===== config.mk =====
export PLATFORM = sky130hd
export DESIGN_NAME = qes_queue
export DESIGN_NICKNAME = d
export VERILOG_FILES = /design/src/rtl/assert_macros.svh /design/src/rtl/qes_pkg.sv /design/src/rtl/qes_queue.sv
export SDC_FILE = /design/constraint.sdc
export NUM_CORES = 1
export LEC_CHECK = 0
export BUFFER_PORTS_ARGS = -buffer_cell sky130_fd_sc_hd__clkbuf_2
export CAP_MARGIN = 20
export CORE_AREA = 5 5 262 200
export DETAILED_ROUTE_END_ITERATION = 10
export DIE_AREA = 0 0 267 205
export PLACE_DENSITY = 0.74
export SYNTH_ARGS = -nofsm -noshare
export SYNTH_HDL_FRONTEND = slang
export SYNTH_SLANG_ARGS = --single-unit

===== constraint.sdc =====
create_clock -name clock -period 5.1 [get_ports clock]
set_clock_uncertainty 0.15 [all_clocks]
set_input_delay 0.255 -clock clock [delete_from_list [all_inputs] [get_ports clock]]
set_output_delay 0.255 -clock clock [all_outputs]
set_load 0.02 [all_outputs]

===== src/rtl/assert_macros.svh =====
// assertion macros for the rtl files; only the core top file includes them
`ifndef ASSERT_MACROS_SVH
`define ASSERT_MACROS_SVH

// same-cycle implication, disabled during reset
`define QES_ASSERT_IMP(label, clk, rst, ante, cons, msg) \
   label: assert property (@(posedge clk) disable iff (rst) (ante) |-> (cons)) else $error(msg);

// next-cycle implication, disabled during reset
`define QES_ASSERT_NXT(label, clk, rst, ante, cons, msg) \
   label: assert property (@(posedge clk) disable iff (rst) (ante) |=> (cons)) else $error(msg);

`endif


===== src/rtl/qes_pkg.sv =====
// shared constants, tables and types for the quaternion to euler sector core
package qes_pkg;

   localparam int SECTOR_COUNT = 18;
   localparam int CORDIC_STEPS = 16;
   localparam int TABLE_LEN    = 24;
   localparam int CORDIC_USED  = (CORDIC_STEPS < TABLE_LEN) ? CORDIC_STEPS : TABLE_LEN;

   localparam int QDEPTH = 4;
   localparam int QPTR_W = $clog2(QDEPTH);
   localparam int QCNT_W = $clog2(QDEPTH + 1);

   localparam int IN_W   = 16;
   localparam int PROD_W = 32;
   localparam int NUM_W  = 34;
   localparam int AW     = 32;
   localparam int XW     = 38;
   localparam int ZW     = 36;
   localparam int RES_W  = 62;
   localparam int ISQ_STEPS = 31;
   localparam int OFF_W  = 34;
   localparam int QB     = $clog2(SECTOR_COUNT + 1);
   localparam int T_W    = OFF_W + QB;
   localparam int DIV_W  = T_W + 1;
   localparam int SECT_W = 5;

   // angle lanes of the back pipeline
   localparam int LANES      = 3;
   localparam int LANE_ROLL  = 0;
   localparam int LANE_PITCH = 1;
   localparam int LANE_YAW   = 2;

   // back stages: input, square root steps, cordic setup and steps, scaling, sector compare
   localparam int NST = ISQ_STEPS + CORDIC_USED + 4;

   localparam logic signed [NUM_W-1:0] ONE_Q30     = NUM_W'(64'sd1073741824);
   localparam logic signed [ZW-1:0]    PI_Q30      = ZW'(64'sd3373259426);
   localparam logic signed [ZW-1:0]    HALF_PI_Q30 = ZW'(64'sd1686629713);
   localparam logic [DIV_W-1:0]        TWO_PI_DIV  = DIV_W'(64'd6746518852);
   localparam logic [DIV_W-1:0]        PI_DIV      = DIV_W'(64'd3373259426);
   localparam logic [RES_W-1:0]        SQ_TOP      = RES_W'(64'd1) << 60;

   // atan(2^-i) in q30 radians
   localparam logic [31:0] ATAN_TABLE [TABLE_LEN] = '{
      32'h3243F6A8, 32'h1DAC6705, 32'h0FADBAFC, 32'h07F56EA6, 32'h03FEAB76, 32'h01FFD55B,
      32'h00FFFAAA, 32'h007FFF55, 32'h003FFFEA, 32'h001FFFFD, 32'h000FFFFF, 32'h0007FFFF,
      32'h0003FFFF, 32'h0001FFFF, 32'h0000FFFF, 32'h00007FFF, 32'h00003FFF, 32'h00001FFF,
      32'h00000FFF, 32'h000007FF, 32'h000003FF, 32'h000001FF, 32'h000000FF, 32'h0000007F
   };

   typedef struct packed {
      logic signed [NUM_W-1:0] roll_num;
      logic signed [NUM_W-1:0] roll_den;
      logic signed [NUM_W-1:0] yaw_num;
      logic signed [NUM_W-1:0] yaw_den;
      logic signed [AW-1:0]    pitch_arg;
      logic                    pitch_pos_sat;
      logic                    pitch_neg_sat;
   } qes_entry_type;

   typedef struct packed {
      logic              empty;
      logic              full;
      logic [QCNT_W-1:0] count;
   } qes_queue_stat_type;

endpackage


===== src/rtl/qes_queue.sv =====
// short queue between the front end and the angle pipeline
module qes_queue (
   input  logic                        clock,
   input  logic                        reset,
   input  logic                        push,
   input  qes_pkg::qes_entry_type      push_data,
   input  logic                        pop,
   output qes_pkg::qes_entry_type      head,
   output qes_pkg::qes_queue_stat_type stat
);
   import qes_pkg::*;

   qes_entry_type     mem_ff [QDEPTH];
   logic [QPTR_W-1:0] wr_ptr_ff, wr_ptr_in, rd_ptr_ff, rd_ptr_in;
   logic [QCNT_W-1:0] count_ff, count_in;

   always_comb begin
      wr_ptr_in = wr_ptr_ff;
      rd_ptr_in = rd_ptr_ff;
      count_in  = count_ff;
      if (push) begin
         wr_ptr_in = (wr_ptr_ff == QPTR_W'(QDEPTH - 1)) ? '0 : wr_ptr_ff + 1'b1;
      end
      if (pop) begin
         rd_ptr_in = (rd_ptr_ff == QPTR_W'(QDEPTH - 1)) ? '0 : rd_ptr_ff + 1'b1;
      end
      if (push && !pop) begin
         count_in = count_ff + 1'b1;
      end else if (pop && !push) begin
         count_in = count_ff - 1'b1;
      end
   end

   always_ff @(posedge clock) begin
      if (reset) begin
         wr_ptr_ff <= '0;
         rd_ptr_ff <= '0;
         count_ff  <= '0;
      end else begin
         wr_ptr_ff <= wr_ptr_in;
         rd_ptr_ff <= rd_ptr_in;
         count_ff  <= count_in;
      end
   end

   always_ff @(posedge clock) begin
      if (push) begin
         mem_ff[wr_ptr_ff] <= push_data;
      end
   end

   assign head       = mem_ff[rd_ptr_ff];
   assign stat.empty = (count_ff == '0);
   assign stat.full  = (count_ff == QCNT_W'(QDEPTH));
   assign stat.count = count_ff;

endmodule


* Word-level counts from Yosys, hierarchy flattened
Memories as Yosys holds them, arrays and structs flattened. A register that Yosys moved wholly into a read port is not among the register bits.
Index checks and enable logic that the tools add are counted.
** Storage, ports and cells
- Register bits after elaboration :: 7
- Bits in writable memories :: 680
- Input bits :: 174
- Memories :: 1
** Memories
- mem_ff :: depth 4, bits a word 170, read ports 1, clocked after memory_dff 1, write ports 1, line qes_queue.sv:13 : qes_entry_type mem_ff [QDEPTH];
** Operators by class
- Add/subtract/negate cells :: 4
- Eq/ne operators :: 3
- Mux-type cells :: 8
- Reduce and logical (&&, ||, !) cells :: 6
** Operators by type and width (number)
- two-way mux 2 bit :: 4
- two-way mux 3 bit :: 2
- adder 2 x 1 -> 2 bit (second input constant) :: 2
- == test 2 bit (second input constant) :: 2
- adder 3 x 1 -> 3 bit (second input constant) :: 1
- == test 3 bit (second input constant) :: 1
- zero test 3 bit :: 1
- subtractor 3 x 1 -> 3 bit (second input constant) :: 1
- logical AND 1 bit :: 2
- zero test 1 bit :: 2
- two-way mux 1 bit :: 2
- nonzero test 2 bit :: 1

* Depth between registers and ports, before layout
- Depth in word-level cells :: 4
- Gate-level depth with buffers :: 7
- Gate-level depth less buffers :: 7

* Least setup slack after synthesis
OpenSTA, ideal clock, no wires.
- Kind :: register -> register
- From :: register wr_ptr_ff[0]
- To :: memory mem_ff[0][0] (netlist name) (enable)
- Arrival :: 4.420 ns
- Path slack :: -0.020 ns
- Cell stages (with the launch flop) :: 4
- Buffers on the path :: 0
- Cell sequence :: dfxtp_1 inv_1 ha_1 and2_1
** RTL lines
- start, declared :: line qes_queue.sv:14 : logic [QPTR_W-1:0] wr_ptr_ff, wr_ptr_in, rd_ptr_ff, rd_ptr_in;
- start signal, assigned :: line qes_queue.sv:40 : wr_ptr_ff <= wr_ptr_in;
- end, declared :: line qes_queue.sv:13
Straight into the memory's write port.

==> impl_metrics.yaml <==
final_layout:
  area_delta_synth_final_pct: 25.3
  mostFrequentLayoutCells: "edfxtp_1, clkbuf_2, dlygate4sd3_1"
  leading_cell_type_in_the_layout_fill_and_taps_excluded: "edfxtp_1"
  post_layout_net_count: 1673
  final_core_util_pct: 63.1
  post_route_cells_drive_above_1_share_pct: 40.6
  finalInstanceArea_um2: 31300
  num-fill-cells: 3271
global_route:
  antenna_found_initial: 12
  gr-total-overflow: 0
  track_usage_pct: 19.2
  grt_pass1_vias: 12927
  grt_max_degree: 92
  grt_pass1_wl_um: 79700
synth:
  yosysUniqueCellTypes: 18
  ys_ff_latch: 689
  synthesis.area_um2: 24900
  yosys.area.top_type_share_pct: 81.9
  ys_warn_count: 0
  synth_area_per_cell_um2: 26.8
  syn_nets: 1113
  yosysSeqAreaShare_pct: 82.6
  syn-instance-count: 932
  yosys.area.top_type: "edfxtp_1"
  top_cells_by_area_synth: "edfxtp_1, mux4_2, dfxtp_1"
routing:
  drc: 0
  drt-pass1-iter-count: 5
  via_to_cell_ratio: 5.47
  drt_first_iter_violations: 1055
  drt.antenna.violating_nets: 0
  avgRoutedWirePerCell_um: 23.7
  dr_total_vias: 12074
  drt-total-wl_um: 52400
timing:
  total_neg_setup_slack_ns: 0
  setup_viol: 0
  rsz_0062_raised_after_global_routing: "no"
  fin_ws_ns: 1.77
  hold_viol_final: 0
  finalWorstPathRequiredPeriod_ns: 3.33
  slew_viol_final: 0
  achievable_clock_frequency_mhz: 300
  layout_worst_path_cycle_share_pct: 65.3
  maxSlewHeadroom_pct: 36.0
  tightest_slew_ns: 0.960
floorplanning:
  floorplan.rows: 71
  io-pin-count: 349
  die_x_um: 267
  die_area_um2: 54700
  core_area_um2: 49600
  die_height_um: 205
  start_util_pct: 50.3
clocking:
  path_clk_slew_ns: 0.06
  postcts_setup_bufs: 0
  clk_tree_root_cell: "clkbuf_16"
  worst_skew_pair.late_latency_ns: 0.60
  cts_tree: "yes"
  max-clock-path-buffers: 3
  htree_levels: 2
  cts_made_buffers: 61
  cts_sinks: 689
placement:
  globalplace.congestion: 0.730
  dp_hpwl_um: 30200
  buffer_ports.inserted: 348
  dpl-instance-area_um2: 27500
  dpl_worst_slack_ns: 2.31
run_status:
  status: "completed"
worst_setup_path:
  critical_path.max_fanout: 68
  setup.reg_to_reg.worst_slack_ns: 2.64
  critical_path.startpoint_type: "register"
  worst-endpoint-required_ns: 4.70
  r2r-start: "wr_ptr_ff[0]"
  reg2regPathDepth: 3
  reg2reg_capture_point: "mem_ff[3][153]"
  criticalPathCategory: "reg -> out"
  worstPathArrival_ns: 2.93
  critical_path.endpoint: "head[50]"
  worstSetupEndpointType: "primary output"
power_and_ir_drop:
  leakage_nw: 10.7
  powerDensity_nw_per_um2: 400
  power.ir.vdd_worst_mv: 0.287
worst_hold_path:
  holdCritPathClass: "in -> reg"
job:
  timing.max_cap.violations: 0
power breakdown:
| group | internal (mW) | switching, mW |
|---|---|---|
| clock | 2.69 | 1.95 |
| sequential | 6.49 | 0.0893 |
| combinational | 0.540 | 0.753 |
| total | 9.72 | 2.80 |
layout make-up:
class                           count  area [um^2]  share of cell area, %
Multi-Input combinational cell    201         4080                   13.1
Clock inverter                     34          422                   1.35
Timing Repair Buffer              535         3680                   11.8
Antenna cell                        9         22.5                 0.0720
Tap cell                          657          822                   2.63
Inverter                            4         15.0                 0.0480
Clock buffer                       80         1620                   5.17
Sequential cell                   689        20600                   65.9
cells in the mapped netlist:
cell / instances
a21oi_1: 2
and2_1: 4
buf_2: 19
buf_6: 12
clkbuf_1: 7
dfxtp_1: 9
edfxtp_1: 680
fa_1: 1
ha_1: 6
inv_1: 4
mux2i_1: 4
mux4_2: 170
nor2_1: 7
nor3_1: 1
nor3b_1: 2
o21ai_0: 1
or3_1: 1
xor2_1: 2
flip-flops by register name, indices dropped and copies added, names as in the netlist, named ones only:
name	cells
count_ff	3
mem_ff	680
rd_ptr_ff	2
wr_ptr_ff	2
metrics by stage:
step	power (mW)	instances	hold slack, ns
4_1_cts	12.6	2200	0.204
2_1_floorplan	7.42	932	0.174
5_1_grt	13.0	2207	0.230
3_5_place_dp	7.89	1913	0.326
3_3_place_gp	7.86	1913	0.318
6_report	12.5	2209	0.257
worst max-delay path: stages, from the launching register on:
cell,delay (ns)
dfxtp_4,0.90
buf_12,0.50
mux4_2,0.64
clkbuf_2,0.19
how the worst min path moves through the flow:
stage | endpoint | depth (start not counted) | start
final | mem_ff[2][3] | 2 | push_data[3]
after global routing | mem_ff[3][104] | 2 | push_data[104]
after CTS | mem_ff[3][42] | 2 | push_data[42]
after detailed placement | mem_ff[2][65] | 1 | push_data[65]
after global placement | mem_ff[0][72] | 1 | push_data[72]
after floorplan | count_ff[2] | 1 | reset
layer usage:
metal	routed length [um]	vias to the layer above	GRT usage (%)
li1	-	5193	-
met1	21200	6307	26.5
met2	25800	483	31.2
met3	4350	83	5.62
met4	971	8	4.26
met5	49	-	0
timing repair:
action                    in CTS  in global routing
gates resized for setup        0                  0
hold endpoints to repair     689                  0
hold buffers                 173                  0
cells by family after synthesis:
logic type | synth area share [%]
XOR/XNOR | 0.0702
flip-flops | 82.6
AO/OA/AOI/OAI | 0.0602
adder cells (fa/ha/maj) | 0.381
multiplexers | 15.5
AND/OR/NAND/NOR | 0.311
buffers and inverters | 1.09
Note: power is estimated with default switching activity, not from simulation.
